File: src/hw/rtl/i2cms_pkg.sv
`timescale 1ns / 1ps
// ----------------------------------------------------------------------------
// i2cms_pkg
// Shared types and codes for the I2C master register sequencer.
// ----------------------------------------------------------------------------
package i2cms_pkg;

    localparam logic OP_REQUEST = 1'b0;
    localparam logic OP_STATUS  = 1'b1;

    localparam logic [7:0] ST_START      = 8'h08;
    localparam logic [7:0] ST_RESTART    = 8'h10;
    localparam logic [7:0] ST_ADDR_W_ACK = 8'h18;
    localparam logic [7:0] ST_DATA_W_ACK = 8'h28;
    localparam logic [7:0] ST_ADDR_R_ACK = 8'h40;
    localparam logic [7:0] ST_DATA_R_ACK = 8'h50;
    localparam logic [7:0] ST_DATA_R_NAK = 8'h58;

    localparam logic [1:0] START_NONE  = 2'd0;
    localparam logic [1:0] START_SET   = 2'd1;
    localparam logic [1:0] START_CLEAR = 2'd2;

    localparam logic [1:0] ACK_NONE  = 2'd0;
    localparam logic [1:0] ACK_SET   = 2'd1;
    localparam logic [1:0] ACK_CLEAR = 2'd2;

    localparam logic [1:0] COMP_BUSY  = 2'd0;
    localparam logic [1:0] COMP_READ  = 2'd1;
    localparam logic [1:0] COMP_WRITE = 2'd2;

    localparam int CNT_W = 9;

    typedef struct packed {
        logic       operation;
        logic [7:0] device_address;
        logic [7:0] register_address;
        logic [7:0] write_value;
        logic       read_request;
        logic [7:0] byte_count;
        logic [7:0] status_code;
        logic [7:0] received_byte;
    } req_t;

    typedef struct packed {
        logic       load_data;
        logic [7:0] tx_byte;
        logic [1:0] start_action;
        logic       stop_request;
        logic [1:0] ack_action;
        logic       clear_interrupt;
        logic [1:0] completion;
        logic [7:0] read_data;
    } rsp_t;

endpackage

File: src/hw/rtl/i2cms_input_stage.sv
`timescale 1ns / 1ps
// ----------------------------------------------------------------------------
// i2cms_input_stage
// Input register with valid/ready flow control.
// ----------------------------------------------------------------------------
module i2cms_input_stage (
    input  logic            clk,
    input  logic            rst_n,
    input  logic            req_valid,
    output logic            req_ready,
    input  i2cms_pkg::req_t req,
    input  logic            down_ready,
    output logic            stage_valid,
    output i2cms_pkg::req_t stage_item
);

    logic            valid_reg;
    i2cms_pkg::req_t item_reg;

    assign req_ready   = !valid_reg || down_ready;
    assign stage_valid = valid_reg;
    assign stage_item  = item_reg;

    always_ff @(posedge clk or negedge rst_n)
    begin
        if (!rst_n)
        begin
            valid_reg <= 1'b0;
        end
        else if (req_ready)
        begin
            valid_reg <= req_valid;
        end
    end

    always_ff @(posedge clk)
    begin
        if (req_valid && req_ready)
        begin
            item_reg <= req;
        end
    end

endmodule

File: src/hw/rtl/i2cms_sequencer.sv
`timescale 1ns / 1ps
// ----------------------------------------------------------------------------
// i2cms_sequencer
// Transaction state and status-code decode into controller commands.
// ----------------------------------------------------------------------------
module i2cms_sequencer (
    input  logic            clk,
    input  logic            rst_n,
    input  logic            fire,
    input  i2cms_pkg::req_t item,
    output i2cms_pkg::rsp_t result
);

    logic [7:0]                        target_address_reg;
    logic [7:0]                        target_register_reg;
    logic [7:0]                        data_byte_reg;
    logic signed [i2cms_pkg::CNT_W-1:0] tx_remaining_reg;
    logic signed [i2cms_pkg::CNT_W-1:0] rx_remaining_reg;
    logic                              read_mode_reg;

    logic [7:0]                        target_address_next;
    logic [7:0]                        target_register_next;
    logic [7:0]                        data_byte_next;
    logic signed [i2cms_pkg::CNT_W-1:0] tx_remaining_next;
    logic signed [i2cms_pkg::CNT_W-1:0] rx_remaining_next;
    logic                              read_mode_next;

    logic tx_has_one;
    logic rx_has_two;

    assign tx_has_one = tx_remaining_reg >= $signed(9'sd1);
    assign rx_has_two = rx_remaining_reg >= $signed(9'sd2);

    always_comb
    begin
        target_address_next  = target_address_reg;
        target_register_next = target_register_reg;
        data_byte_next       = data_byte_reg;
        tx_remaining_next    = tx_remaining_reg;
        rx_remaining_next    = rx_remaining_reg;
        read_mode_next       = read_mode_reg;

        result.load_data       = 1'b0;
        result.tx_byte         = 8'h00;
        result.start_action    = i2cms_pkg::START_NONE;
        result.stop_request    = 1'b0;
        result.ack_action      = i2cms_pkg::ACK_NONE;
        result.clear_interrupt = 1'b0;
        result.completion      = i2cms_pkg::COMP_BUSY;

        if (item.operation == i2cms_pkg::OP_REQUEST)
        begin
            target_address_next  = item.device_address;
            target_register_next = item.register_address;
            if (item.read_request)
            begin
                rx_remaining_next = $signed({1'b0, item.byte_count});
                read_mode_next    = 1'b1;
            end
            else
            begin
                data_byte_next    = item.write_value;
                tx_remaining_next = $signed({1'b0, item.byte_count});
                read_mode_next    = 1'b0;
            end
            result.start_action = i2cms_pkg::START_SET;
        end
        else
        begin
            result.clear_interrupt = 1'b1;
            unique case (item.status_code)
                i2cms_pkg::ST_START:
                begin
                    result.load_data = 1'b1;
                    result.tx_byte   = {target_address_reg[7:1], 1'b0};
                end
                i2cms_pkg::ST_RESTART:
                begin
                    result.load_data = 1'b1;
                    result.tx_byte   = {target_address_reg[7:1], 1'b1};
                end
                i2cms_pkg::ST_ADDR_W_ACK:
                begin
                    result.start_action = i2cms_pkg::START_CLEAR;
                    result.load_data    = 1'b1;
                    result.tx_byte      = target_register_reg;
                end
                i2cms_pkg::ST_DATA_W_ACK:
                begin
                    if (!read_mode_reg)
                    begin
                        if (tx_has_one)
                        begin
                            result.load_data = 1'b1;
                            result.tx_byte   = data_byte_reg;
                        end
                        else
                        begin
                            result.stop_request = 1'b1;
                            result.completion   = i2cms_pkg::COMP_WRITE;
                        end
                        tx_remaining_next = tx_remaining_reg - 9'sd1;
                    end
                    else
                    begin
                        result.start_action = i2cms_pkg::START_SET;
                    end
                end
                i2cms_pkg::ST_ADDR_R_ACK:
                begin
                    result.start_action = i2cms_pkg::START_CLEAR;
                    result.ack_action   = rx_has_two ? i2cms_pkg::ACK_SET
                                                     : i2cms_pkg::ACK_CLEAR;
                end
                i2cms_pkg::ST_DATA_R_ACK:
                begin
                    data_byte_next    = item.received_byte;
                    result.ack_action = rx_has_two ? i2cms_pkg::ACK_SET
                                                   : i2cms_pkg::ACK_CLEAR;
                    rx_remaining_next = rx_remaining_reg - 9'sd1;
                end
                i2cms_pkg::ST_DATA_R_NAK:
                begin
                    data_byte_next      = item.received_byte;
                    result.stop_request = 1'b1;
                    result.completion   = i2cms_pkg::COMP_READ;
                end
                default:
                begin
                    result.stop_request = 1'b1;
                    result.completion   = i2cms_pkg::COMP_WRITE;
                end
            endcase
        end

        result.read_data = data_byte_next;
    end

    always_ff @(posedge clk or negedge rst_n)
    begin
        if (!rst_n)
        begin
            target_address_reg  <= 8'h00;
            target_register_reg <= 8'h00;
            data_byte_reg       <= 8'h00;
            tx_remaining_reg    <= '0;
            rx_remaining_reg    <= '0;
            read_mode_reg       <= 1'b0;
        end
        else if (fire)
        begin
            target_address_reg  <= target_address_next;
            target_register_reg <= target_register_next;
            data_byte_reg       <= data_byte_next;
            tx_remaining_reg    <= tx_remaining_next;
            rx_remaining_reg    <= rx_remaining_next;
            read_mode_reg       <= read_mode_next;
        end
    end

endmodule

File: src/hw/rtl/i2cms_result_stage.sv
`timescale 1ns / 1ps
// ----------------------------------------------------------------------------
// i2cms_result_stage
// Result register with valid/ready flow control.
// ----------------------------------------------------------------------------
module i2cms_result_stage (
    input  logic            clk,
    input  logic            rst_n,
    input  logic            up_valid,
    output logic            up_ready,
    input  i2cms_pkg::rsp_t up_result,
    output logic            rsp_valid,
    input  logic            rsp_ready,
    output i2cms_pkg::rsp_t rsp
);

    logic            valid_reg;
    i2cms_pkg::rsp_t result_reg;

    assign up_ready  = !valid_reg || rsp_ready;
    assign rsp_valid = valid_reg;
    assign rsp       = result_reg;

    always_ff @(posedge clk or negedge rst_n)
    begin
        if (!rst_n)
        begin
            valid_reg <= 1'b0;
        end
        else if (up_ready)
        begin
            valid_reg <= up_valid;
        end
    end

    always_ff @(posedge clk)
    begin
        if (up_valid && up_ready)
        begin
            result_reg <= up_result;
        end
    end

endmodule

File: src/hw/rtl/i2c_master_register_sequencer.sv
`timescale 1ns / 1ps
// Path: an accepted transaction is held in the input register, then passes
// through the sequencer into the result register, where it is shown on rsp.
// Throughput: one transaction per cycle while rsp_ready stays high; the input register and the result
// register each advance whenever the stage after them can take data.
// Reset: rst_n clears all sequencer state and both valid flags at once.
// ----------------------------------------------------------------------------
// i2c_master_register_sequencer
// Sequences a single-register I2C master transfer over a status-code
// controller: requests latch the transfer, status events give commands.
// ----------------------------------------------------------------------------
module i2c_master_register_sequencer (
    input  logic            clk,
    input  logic            rst_n,
    input  logic            req_valid,
    output logic            req_ready,
    input  i2cms_pkg::req_t req,
    output logic            rsp_valid,
    input  logic            rsp_ready,
    output i2cms_pkg::rsp_t rsp
);

    logic            stage_valid;
    i2cms_pkg::req_t stage_item;
    logic            res_ready;
    i2cms_pkg::rsp_t seq_result;

    i2cms_input_stage u_input (
        .clk         (clk),
        .rst_n       (rst_n),
        .req_valid   (req_valid),
        .req_ready   (req_ready),
        .req         (req),
        .down_ready  (res_ready),
        .stage_valid (stage_valid),
        .stage_item  (stage_item)
    );

    i2cms_sequencer u_seq (
        .clk    (clk),
        .rst_n  (rst_n),
        .fire   (stage_valid && res_ready),
        .item   (stage_item),
        .result (seq_result)
    );

    i2cms_result_stage u_result (
        .clk       (clk),
        .rst_n     (rst_n),
        .up_valid  (stage_valid),
        .up_ready  (res_ready),
        .up_result (seq_result),
        .rsp_valid (rsp_valid),
        .rsp_ready (rsp_ready),
        .rsp       (rsp)
    );

endmodule

File: config.mk
export PLATFORM = sky130hd
export DESIGN_NAME = i2c_master_register_sequencer
export DESIGN_NICKNAME = d
export VERILOG_FILES = /design/src/hw/rtl/i2cms_pkg.sv /design/src/hw/rtl/i2cms_input_stage.sv /design/src/hw/rtl/i2cms_sequencer.sv /design/src/hw/rtl/i2cms_result_stage.sv /design/src/hw/rtl/i2c_master_register_sequencer.sv
export SDC_FILE = /design/constraint.sdc
export NUM_CORES = 1
export LEC_CHECK = 0
export BUFFER_PORTS_ARGS = -buffer_cell sky130_fd_sc_hd__buf_2
export CAP_MARGIN = 0
export CORE_MARGIN = 8
export CORE_UTILIZATION = 35
export CTS_BUF_LIST = sky130_fd_sc_hd__clkbuf_16
export DETAILED_ROUTE_END_ITERATION = 8
export GPL_TIMING_DRIVEN = 0
export SYNTH_ARGS = -nofsm -noshare
export SYNTH_HDL_FRONTEND = slang
export SYNTH_HIERARCHICAL = 1
export SYNTH_SLANG_ARGS = --single-unit
export TNS_END_PERCENT = 100
File: constraint.sdc
create_clock -name clk -period 2.45 [get_ports clk]
set_clock_uncertainty 0.2 [all_clocks]
set_input_delay 0.1225 -clock clk [delete_from_list [all_inputs] [get_ports clk]]
set_output_delay 0.1225 -clock clk [all_outputs]
set_load 0.02 [all_outputs]
Word-level counts from Yosys, hierarchy flattened
Cells that the tools add are included.
{"block": "word_totals", "ff_bits": 120, "output_inout_bits": 27, "wordCells": 79, "in_bits": 54}
{"block": "classes", "eq_ne": 11, "n_reduce_logical": 15, "order_cmp": 2, "bitwise": 1, "n_addsub": 2, "muxes": 24}
{"operator": "9-bit 2-to-1 mux", "n": 9}
{"operator": "9-bit case mux with 4 select lines", "n": 1}
{"operator": "8-bit by 7-bit equality test with 1-bit output (second input constant)", "n": 3}
{"operator": "8-bit 2-to-1 mux", "n": 3}
{"operator": "9-bit by 2-bit subtractor with 9-bit output (second input constant)", "n": 2}
{"operator": "8-bit by 5-bit equality test with 1-bit output (second input constant)", "n": 2}
{"operator": "9-bit by 2-bit greater-or-equal comparator with 1-bit output (second input constant)", "n": 1}
{"operator": "9-bit by 3-bit greater-or-equal comparator with 1-bit output (second input constant)", "n": 1}
{"operator": "8-bit by 4-bit equality test with 1-bit output (second input constant)", "n": 1}
{"operator": "8-bit by 6-bit equality test with 1-bit output (second input constant)", "n": 1}
{"operator": "2-bit 2-to-1 mux", "n": 3}
{"operator": "2-bit by 1-bit != test with 1-bit output (second input constant)", "n": 3}
{"operator": "2-bit case mux with 3 select lines", "n": 1}
{"operator": "2-bit OR reduction", "n": 3}
{"operator": "5-bit OR reduction", "n": 1}
{"operator": "1-bit 2-to-1 mux", "n": 4}
{"operator": "2-bit case mux with 2 select lines", "n": 1}
{"operator": "2-bit AND reduction", "n": 2}
{"operator": "4-bit AND reduction", "n": 1}
{"operator": "3-bit 2-to-1 mux", "n": 1}
{"operator": "3-bit AND reduction", "n": 1}
{"operator": "1-bit logical AND", "n": 2}
{"operator": "1-bit zero test", "n": 2}
{"operator": "1-bit logical OR", "n": 2}
{"operator": "4 further kinds", "n": 4}

Logic depth before layout (Yosys ltp)
Gate-level depths: netlist (run 1).
{"block": "logic_depth", "word_depth": 5, "ltp_mapped": 8}

By module
The synthesis (run 1) kept the hierarchy.
{"module": "i2cms_sequencer", "cells_each": 346, "instances": 1, "area_per_inst_um2": 3054.2, "seq_area_each_um2": 1051.0}
{"module": "i2cms_input_stage", "cells_each": 54, "instances": 1, "area_per_inst_um2": 1555.2, "seq_area_each_um2": 1526.5}
{"module": "i2cms_result_stage", "cells_each": 29, "instances": 1, "area_per_inst_um2": 804.5, "seq_area_each_um2": 775.7}
{"module": "i2c_master_register_sequencer", "cells_each": 1, "instances": 1, "area_per_inst_um2": 6.3, "seq_area_each_um2": 0.0}

Worst setup path after synthesis (run 1)
No wires, ideal clock.
{"block": "synth_path", "kind": "flip-flop to flip-flop", "startpoint": "register u_input.item_reg (netlist bit u_input/stage_item[10])", "endpoint": "register u_result.result_reg (netlist bit u_result/rsp[5]), data pin", "path_slack_ps": 71, "period_less_slack_ps": 2379, "path_buffers": 2, "path_stages_with_launch": 7, "arrival_time_ps": 1911, "setup_time_ps": 268, "cell_sequence": "edfxtp_1 > or4_1 > buf_2 > nor2_2 > buf_4 > mux2i_1 > mux2i_1"}
{"item": "start: declaration", "line": "i2cms_input_stage.sv:18", "text": "i2cms_pkg::req_t item_reg;"}
{"item": "start signal: assignment", "line": "i2cms_input_stage.sv:40", "text": "item_reg <= req;"}
{"item": "end signal: assignment", "line": "i2cms_result_stage.sv:40", "text": "result_reg <= up_result;"}
{"item": "end: declaration", "line": "i2cms_result_stage.sv:18", "text": "i2cms_pkg::rsp_t result_reg;"}

Final worst setup path (run 1)
{"block": "layout_path", "startpoint": "register u_input.item_reg (netlist bit u_input/stage_item[15])", "endpoint": "register u_seq/rx_remaining_reg[8] in the netlist's numbering"}
{"block": "layout_between", "elab_chain_cells": 3}
{"item": "8-bit by 7-bit equality test with 1-bit output", "line": "i2cms_sequencer.sv:71", "text": "unique case (item.status_code)"}
{"item": "2-bit by 1-bit != test with 1-bit output (no line)"}
{"item": "3-bit AND reduction (no line)"}
{"item": "end signal: assignment", "line": "i2cms_sequencer.sv:156", "text": "rx_remaining_reg <= rx_remaining_next;"}
{"item": "end: declaration", "line": "i2cms_sequencer.sv:18", "text": "logic signed [i2cms_pkg::CNT_W-1:0] rx_remaining_reg;"}
Every way passes these cells.
A chain may end at the register's enable or synchronous reset.

==> results.json, run 1 <==
{
  "p_clk_share_pct": 44.5,
  "hold-worst-slack_ns": 0.2026,
  "power.static_leakage_nw": 2.822,
  "p_int_w": 0.004567,
  "antenna_found_initial": 0,
  "synthCells": 429,
  "p_switching_w": 0.001534,
  "swShare_pct": 25.14,
  "rows": 45,
  "finalWirelength_um": 14240,
  "largest_reg_flops": 49,
  "post-route-cell-area_mm2": 0.007360,
  "grt_pass1_wl_um": 22940,
  "wl_per_cell_um": 18.08,
  "power.density_mw_per_mm2": 829.0,
  "drt_iter0_markers": 340,
  "worst_ir_drop_vdd_v": 0.0005133,
  "hpwlAfterDp_um": 9604,
  "fp.dieArea_mm2": 0.01963,
  "cts_sinks": 118,
  "grt_pass1_vias": 4262,
  "slew_headroom_pct": 29.60,
  "synth_nets": 487,
  "globalplace.congestion": 0.8592,
  "drive_gt1_share_pct": 27.50,
  "drv_cap": 0,
  "n_fill_cell": 1301,
  "grt_max_degree": 50,
  "comb_power_share_pct": 13.4,
  "hold_viol": 0,
  "grtUsageTotal_pct": 15.03,
  "worstSkewPairLatency_ns": 0.42,
  "cts_tree": "done",
  "final_util_pct": 48.59,
  "avgSynthCellArea_um2": 12.56,
  "h-tree-depth": 4,
  "status": "complete, no violations",
  "ys_warn_count": 6,
  "ant_nets": 0,
  "tightestPinTransition_ns": 1.056,
  "endpoint_kind": "flip-flop",
  "die_width_um": 140.1,
  "drc_errors": 0,
  "initial_core_util_pct": 35.59,
  "slew_viol_final": 0,
  "power_frac_seq_pct": 42.2,
  "fin_nets": 645,
  "design.core.area_mm2": 0.01515,
  "timing.final.crit_share_pct": 96.89,
  "max_freq_ghz": 0.4213,
  "dr_total_vias": 4223,
  "setup_viol": 0,
  "cp.arrival_ns": 2.53,
  "rsz0062_at_grt": "false",
  "avgViaCountPerCell": 5.359,
  "numCtsBuffers": 17,
  "dr.pass1.iters": 5,
  "crit_type": "reg -> reg",
  "cts_buffer_depth": 2,
  "fp.dieH_um": 140.1,
  "synth_area_mm2": 0.005390,
  "finalCriticalPeriod_ns": 2.374,
  "grt-ovfl-total": 0,
  "syn2layout_area_growth_pct": 36.54,
  "crit_path_start_kind": "flip-flop",
  "cts_root_buffer": "clkbuf_16",
  "place_area_mm2": 0.006021,
  "crit_fanout": 3,
  "worstPathRequired_ns": 2.61,
  "io_buffers": 79,
  "io_pins": 81,
  "path_clk_slew_ns": 0.06,
  "hold_path.class": "in -> reg",
  "num_antenna_cells": 0
}
repair_timing:
action                                 CTS  global route
pin swaps                                3             1
buffers inserted                         6             1
hold buffers                            53             0
gates resized for setup                  9            19
setup endpoints to repair               41            37
endpoints found under the hold margin   95             0
cell type report:
type	instances	area (um^2)	share of cell area (%)
Timing Repair Buffer	139	978.4	13.29
Buffer	25	123.9	1.683
Clock buffer	17	425.4	5.780
Sequential cell	118	3323	45.15
Clock inverter	15	225.2	3.060
Multi-Input combinational cell	273	1999	27.17
Inverter	13	48.80	0.6630
Tap cell	188	235.2	3.196
stage by stage:
| stage | cells | setup slack (ns) | power (W) | TNS, ns |
|---|---|---|---|---|
| 4_1_cts | 787 | 0.0004843 | 0.006144 | 0 |
| 6_report | 788 | 0.07618 | 0.006101 | 0 |
| 2_1_floorplan | 429 | 0.07073 | 0.003056 | 0 |
| 5_1_grt | 788 | 0.01947 | 0.006370 | 0 |
| 3_3_place_gp | 696 | -0.3104 | 0.003296 | -4.013 |
| 3_5_place_dp | 696 | -0.3246 | 0.003334 | -5.010 |
routing by layer:
| metal | vias up | wire (um) | global-route usage (%) |
|---|---|---|---|
| met4 | 0 | 352 | 7.543 |
| li1 | 1976 | - | - |
| met5 | - | 0 | 0 |
| met3 | 36 | 1074 | 4.043 |
| met1 | 2035 | 5977 | 18.99 |
| met2 | 176 | 6839 | 23.38 |
final timing paths:
path	end	start	cells after the start	slack, ns
max in group asynchronous	u_seq/data_byte_reg[1]$_DFFE_PN0P_	rst_n	2	1.16
min	u_input/stage_item[33]$_DFFE_PP_	req[33]	2	0.20
max	u_seq/rx_remaining_reg[8]$_DFFE_PN0P_	u_input/stage_item[15]$_DFFE_PP_	4	0.08
min in group asynchronous	u_result/rsp_valid$_DFFE_PN0P_	rst_n	2	0.23
min reg2reg	u_seq/target_address_reg[5]$_DFFE_PN0P_	u_input/stage_item[46]$_DFFE_PP_	1	0.28
max reg2reg	u_seq/rx_remaining_reg[8]$_DFFE_PN0P_	u_input/stage_item[15]$_DFFE_PP_	4	0.08
worst max-delay path: stages, from the launching register on:
cell	delay, ns
edfxtp_1	0.44
or4_4	0.56
or4_4	0.56
or4_1	0.48
nand2_1	0.07
power groups by stage:
stage / combinational (W) / sequential [W] / clock [W]
floorplan: 0.000473 / 0.00258 / 0
global placement: 0.000705 / 0.00259 / 0
detailed placement: 0.000732 / 0.00260 / 0
CTS: 0.000806 / 0.00257 / 0.00277
global route: 0.000907 / 0.00260 / 0.00286
finish: 0.000815 / 0.00257 / 0.00271
placed cells by master (no fill, tap or decap), types with 4 or more instances in the layout:
cell	count
inv_1	13
or4_1	6
bufinv_16	5
ha_1	4
dfrtp_1	44
edfxtp_1	74
o21a_1	7
mux2i_1	18
buf_2	81
nor3_1	13
o2bb2ai_1	7
nand2_1	21
clkbuf_16	17
nand2b_1	14
nor4_1	4
o21ai_0	14
clkbuf_1	12
buf_4	9
nor2b_1	6
mux2_2	14
a21oi_1	13
nand3_1	7
a211oi_1	4
clkinv_4	4
a31oi_1	4
dlygate4sd3_1	53
or3_1	5
o22ai_1	17
a22oi_1	7
nor2_1	24
clkbuf_2	4
(Power assumes the default switching activity.)
==> run 2: changes to the inputs <==
--- a/config.mk
+++ b/config.mk
@@ -8,10 +8,11 @@
 export BUFFER_PORTS_ARGS = -buffer_cell sky130_fd_sc_hd__buf_2
 export CAP_MARGIN = 0
 export CORE_MARGIN = 8
-export CORE_UTILIZATION = 35
+export CORE_UTILIZATION = 51
 export CTS_BUF_LIST = sky130_fd_sc_hd__clkbuf_16
 export DETAILED_ROUTE_END_ITERATION = 8
 export GPL_TIMING_DRIVEN = 0
+export PLACE_DENSITY = 0.75
 export SYNTH_ARGS = -nofsm -noshare
 export SYNTH_HDL_FRONTEND = slang
 export SYNTH_HIERARCHICAL = 1
==> run 2 against run 1 <==
  * Global-route usage is 6.0 points higher
  * Maximum frequency is 2.2% lower
  * Die area is 28% lower
  * Sequential cell count stayed put
  * Critical endpoint unchanged
  * Largest cell class unchanged
==> results.json, run 2 (synthesis results as in run 1) <==
{
  "io_buffers": 79,
  "dr.pass1.iters": 5,
  "tns_ns": 0,
  "grt_max_degree": 50,
  "finalCriticalPeriod_ns": 2.427,
  "design.core.area_mm2": 0.01028,
  "path_cells": "or4_4 -> or4_4 -> or4_1 -> nand2_1",
  "fp.dieH_um": 118.8,
  "grt_pass1_vias": 4441,
  "avgViaCountPerCell": 5.839,
  "timing.final.crit_share_pct": 99.06,
  "cts_buffer_depth": 2,
  "cts_sinks": 118,
  "drive_gt1_share_pct": 27.76,
  "post-route-cell-area_mm2": 0.007252,
  "grt-ovfl-total": 0,
  "place_area_mm2": 0.005956,
  "dp.cells": 644,
  "drc_errors": 0,
  "cts_tree": "done",
  "drt_iter0_markers": 375,
  "power.density_mw_per_mm2": 815.2,
  "syn2layout_area_growth_pct": 34.54,
  "critPathMaxStageDelay_ns": 0.58,
  "mostFrequentLayoutCells": "buf_2, edfxtp_1, dlygate4sd3_1",
  "worst_ir_drop_vdd_v": 0.0007798,
  "layout.cells.non_filler": 734,
  "status": "complete, no violations",
  "die_width_um": 118.8,
  "crit_type": "reg -> reg",
  "slew_headroom_pct": 29.95,
  "hpwlAfterDp_um": 8905,
  "worst-path-buf-inv": 0,
  "num_antenna_cells": 0,
  "cts_root_buffer": "clkbuf_16",
  "dr_total_vias": 4286,
  "max_freq_ghz": 0.4121,
  "crit_fanout": 3,
  "setup_viol": 0,
  "power.static_leakage_nw": 2.797,
  "worst_slack_ns": 0.02314,
  "wl_per_cell_um": 19.67,
  "crit_top_cell": "or4_4",
  "final_common_cell": "buf_2",
  "slew_viol_final": 0,
  "crit_path_start_kind": "flip-flop",
  "worstSkewPairLatency_ns": 0.41,
  "globalplace.congestion": 0.8782,
  "cp.arrival_ns": 2.57,
  "pre_cts_slack_ns": -0.3303,
  "finalWirelength_um": 14440,
  "ant_nets": 0,
  "critPathSlowestCell": "or4_4",
  "hold-worst-slack_ns": 0.2107,
  "io_pins": 81,
  "hold_viol": 0,
  "fin_nets": 643,
  "largest_reg_flops": 49,
  "cpLargestDelayFamily": "simple AND/OR/NAND/NOR gates",
  "path_clk_slew_ns": 0.05,
  "initial_core_util_pct": 52.45,
  "drv_cap": 0,
  "antenna_found_initial": 0,
  "numCtsBuffers": 17,
  "grtUsageTotal_pct": 21.03,
  "endpoint_kind": "flip-flop",
  "fp.dieArea_mm2": 0.01411,
  "grt_pass1_wl_um": 23270,
  "tightestPinTransition_ns": 1.051,
  "hold_path.class": "in -> reg",
  "worstPathRequired_ns": 2.60,
  "rows": 37,
  "h-tree-depth": 4
}
## run 2: repair_timing
action | in CTS | in global routing
gates resized for setup | 11 | 17
pin swaps | 3 | 2
cloned | 1 | 0
hold buffers | 53 | 0
endpoints found under the hold margin | 95 | 0
setup endpoints to repair | 40 | 38
setup buffers | 3 | 2
## run 2: cell type report
cell class / instances / area, um^2
well taps: 136 / 170.2
fillers: 742 / 3025
clock buffers: 17 / 425.4
plain buffers: 24 / 113.9
clock inverters: 15 / 180.2
flip-flops and latches: 118 / 3323
multi-input cells: 274 / 2027
repair buffers: 137 / 963.4
inverters: 13 / 48.80
## run 2: layer usage
| metal | GRT usage [%] | part of all wire, % |
|---|---|---|
| met2 | 34.90 | 50 |
| met1 | 24.25 | 38 |
| met4 | 10.04 | 3.1 |
| met5 | 0 | 0 |
| met3 | 6.759 | 8.4 |
## run 2: final timing paths
kind                                                       start                                 endpoint  slack (ns)  cells after the start
worst max-delay path            u_input/stage_item[15]$_DFFE_PP_    u_seq/rx_remaining_reg[8]$_DFFE_PN0P_        0.02                      4
worst min-delay path                                     req[33]         u_input/stage_item[33]$_DFFE_PP_        0.21                      2
worst max register to register  u_input/stage_item[15]$_DFFE_PP_    u_seq/rx_remaining_reg[8]$_DFFE_PN0P_        0.02                      4
worst min register to register  u_input/stage_item[42]$_DFFE_PP_  u_seq/target_address_reg[1]$_DFFE_PN0P_        0.28                      1
max in group asynchronous                                  rst_n    u_seq/rx_remaining_reg[8]$_DFFE_PN0P_        1.15                      2
min in group asynchronous                                  rst_n          u_input/stage_valid$_DFFE_PN0P_        0.24                      2
## run 2: per-stage QoR
step | power [W] | utilization, %
after floorplan | 0.003056 | -
after global placement | 0.003278 | 57.95
after detailed placement | 0.003323 | 57.95
after CTS | 0.005897 | 69.86
after global routing | 0.006123 | 70.56
final | 0.005912 | 70.56
## run 2: power breakdown
part | internal, W | switching [W] | total, W
Sequential | 0.00238 | 0.000200 | 0.00258
Clock | 0.00160 | 0.000906 | 0.00251
Combinational | 0.000380 | 0.000444 | 0.000824
==> run 3: changes to the inputs <==
--- a/config.mk
+++ b/config.mk
@@ -8,11 +8,11 @@
 export BUFFER_PORTS_ARGS = -buffer_cell sky130_fd_sc_hd__buf_2
 export CAP_MARGIN = 0
 export CORE_MARGIN = 8
-export CORE_UTILIZATION = 51
+export CORE_UTILIZATION = 45
 export CTS_BUF_LIST = sky130_fd_sc_hd__clkbuf_16
 export DETAILED_ROUTE_END_ITERATION = 8
 export GPL_TIMING_DRIVEN = 0
-export PLACE_DENSITY = 0.75
+export PLACE_DENSITY = 0.68
 export SYNTH_ARGS = -nofsm -noshare
 export SYNTH_HDL_FRONTEND = slang
 export SYNTH_HIERARCHICAL = 1
==> run 3 against run 2 <==
  * Sequential power barely moved
  * Power fell by 3.0%
  * Clock-buffer cell count did not move
  * Clock power fell by 6%
  * Cell area fell by 0.66%
  * The flow now finishes with violations (setup timing)
  * Sequential share of layout area rose by 0.30 points
  * Critical path depth did not move
  * Critical endpoint is now u_result/rsp[9]$_DFFE_PP_
  * Core utilization fell by 9.8 points
  * Global-route usage fell by 3.1 points
  * Routed wire length fell by 3.9%
  * Non-clock buffer count rose by 1
==> results.json, run 3 (synthesis results as in run 1) <==
{
  "ant_nets": 0,
  "cts_tree": "done",
  "mostFrequentLayoutCells": "buf_2, edfxtp_1, dlygate4sd3_1",
  "io_buffers": 79,
  "grt-ovfl-total": 0,
  "slew_viol_final": 0,
  "finalWirelength_um": 13870,
  "cpLargestDelayFamily": "compound AO/OA/AOI/OAI gates",
  "fp.dieArea_mm2": 0.01574,
  "cts_sinks": 118,
  "timing.final.crit_share_pct": 101.5,
  "globalplace.congestion": 0.8742,
  "p_int_w": 0.004235,
  "io_pins": 81,
  "cts_root_buffer": "clkbuf_16",
  "slew_headroom_pct": 30.95,
  "grt_max_degree": 50,
  "die_width_um": 125.4,
  "hold_viol": 0,
  "dr_total_vias": 4206,
  "worst-path-buf-inv": 1,
  "grt_pass1_vias": 4274,
  "top_layer": "met4",
  "critPathSlowestCell": "o41ai_1",
  "fp.dieH_um": 125.4,
  "max_freq_ghz": 0.4022,
  "seq_area_mm2": 0.003323,
  "hold-worst-slack_ns": 0.2111,
  "grt_pass1_wl_um": 22310,
  "h-tree-depth": 4,
  "wl_per_cell_um": 18.61,
  "tightestPinTransition_ns": 1.036,
  "path_cells": "or4_1 -> clkbuf_1 -> o41ai_1 -> o311a_1",
  "rsz0062_at_grt": "true",
  "drv_cap": 0,
  "power_frac_seq_pct": 44.9,
  "critPathMaxStageDelay_ns": 0.69,
  "finalCriticalPeriod_ns": 2.486,
  "drt_iter0_markers": 316,
  "drive_gt1_share_pct": 26.42,
  "swShare_pct": 26.17,
  "p_switching_w": 0.001501,
  "worst_slack_ns": -0.03615,
  "power.density_mw_per_mm2": 796.2,
  "wl_met1_um": 5697,
  "hold_path.class": "in -> async",
  "antenna_found_initial": 0,
  "grtUsageTotal_pct": 17.98,
  "crit_type": "reg -> reg",
  "final_util_pct": 60.74,
  "path_clk_slew_ns": 0.06,
  "p_clk_share_pct": 40.9,
  "avgViaCountPerCell": 5.646,
  "crit_fanout": 7,
  "comb_power_share_pct": 14.2,
  "final_common_cell": "buf_2",
  "setup_viol": 2,
  "crit_path_start_kind": "flip-flop",
  "largest_reg_flops": 49,
  "status": "complete, but fails checks",
  "cts_buffer_depth": 2,
  "cp.arrival_ns": 2.55,
  "worstPathRequired_ns": 2.51,
  "violations": "setup timing",
  "worst_ir_drop_vdd_v": 0.0004810,
  "worstSkewPairLatency_ns": 0.41,
  "syn2layout_area_growth_pct": 33.66,
  "initial_core_util_pct": 45.44,
  "n_fill_cell": 903,
  "wl_met3_um": 1234,
  "design.core.area_mm2": 0.01186,
  "hpwlAfterDp_um": 9047,
  "drc_errors": 0,
  "multi_input_area_mm2": 0.001997,
  "num_antenna_cells": 0,
  "rows": 40,
  "fin_nets": 643,
  "power.static_leakage_nw": 2.769,
  "endpoint_kind": "flip-flop",
  "numCtsBuffers": 17,
  "wl_met2_um": 6717,
  "dr.pass1.iters": 5
}
run 3: repair_timing:
action,4_1_cts,5_1_grt
resized for setup,10,15
setup buffers,5,0
hold buffers,53,0
setup endpoints to repair,38,30
hold endpoints to repair,95,0
pin swaps,3,3
run 3: metrics by stage:
stage	area, um^2	cells	setup TNS [ns]	total power (W)	setup slack (ns)
2_1_floorplan	5390	429	0	0.003056	0.07073
3_3_place_gp	5969	655	-3.082	0.003284	-0.3387
3_5_place_dp	5969	655	-4.315	0.003320	-0.3471
4_1_cts	7144	745	0	0.005748	0.002231
5_1_grt	7204	745	-0.04420	0.005974	-0.02184
6_report	7204	745	-0.05790	0.005736	-0.03615
run 3: final cells by class:
type	count	share of cell area, %
buffer	25	1.685
clock buffer	17	5.905
clock inverter	15	1.962
inverter	13	0.6773
multi-input combinational	273	27.72
sequential	118	46.13
tap	147	2.553
timing repair buffer	137	13.37
run 3: power groups by stage:
stage               Clock (W)  Combinational, W  Sequential [W]
floorplan                   0          0.000473         0.00258
global placement            0          0.000695         0.00259
detailed placement          0          0.000721         0.00260
CTS                   0.00238          0.000800         0.00257
global route          0.00248          0.000895         0.00260
finish                0.00235          0.000813         0.00258
run 3: final timing paths:
path | start | end | slack (ns) | cells past startpoint
min in group clk | req[26] | u_input/stage_item[26]$_DFFE_PP_ | 0.22 | 2
worst min-delay path | rst_n | u_result/rsp_valid$_DFFE_PN0P_ | 0.21 | 2
worst max-delay path | u_seq/tx_remaining_reg[3]$_DFFE_PN0P_ | u_result/rsp[9]$_DFFE_PP_ | -0.04 | 4
worst max register to register | u_seq/tx_remaining_reg[3]$_DFFE_PN0P_ | u_result/rsp[9]$_DFFE_PP_ | -0.04 | 4
max in group asynchronous | rst_n | u_seq/target_register_reg[0]$_DFFE_PN0P_ | 1.16 | 2
worst min register to register | u_input/stage_item[33]$_DFFE_PP_ | u_seq/target_register_reg[0]$_DFFE_PN0P_ | 0.27 | 2
run 3: metal layers:
layer  global-route usage [%]  vias to the layer above
met5                        0                        -
met4                    6.304                        0
met3                    5.185                       22
met2                    28.83                      193
met1                    22.70                     2025
li1                         -                     1966
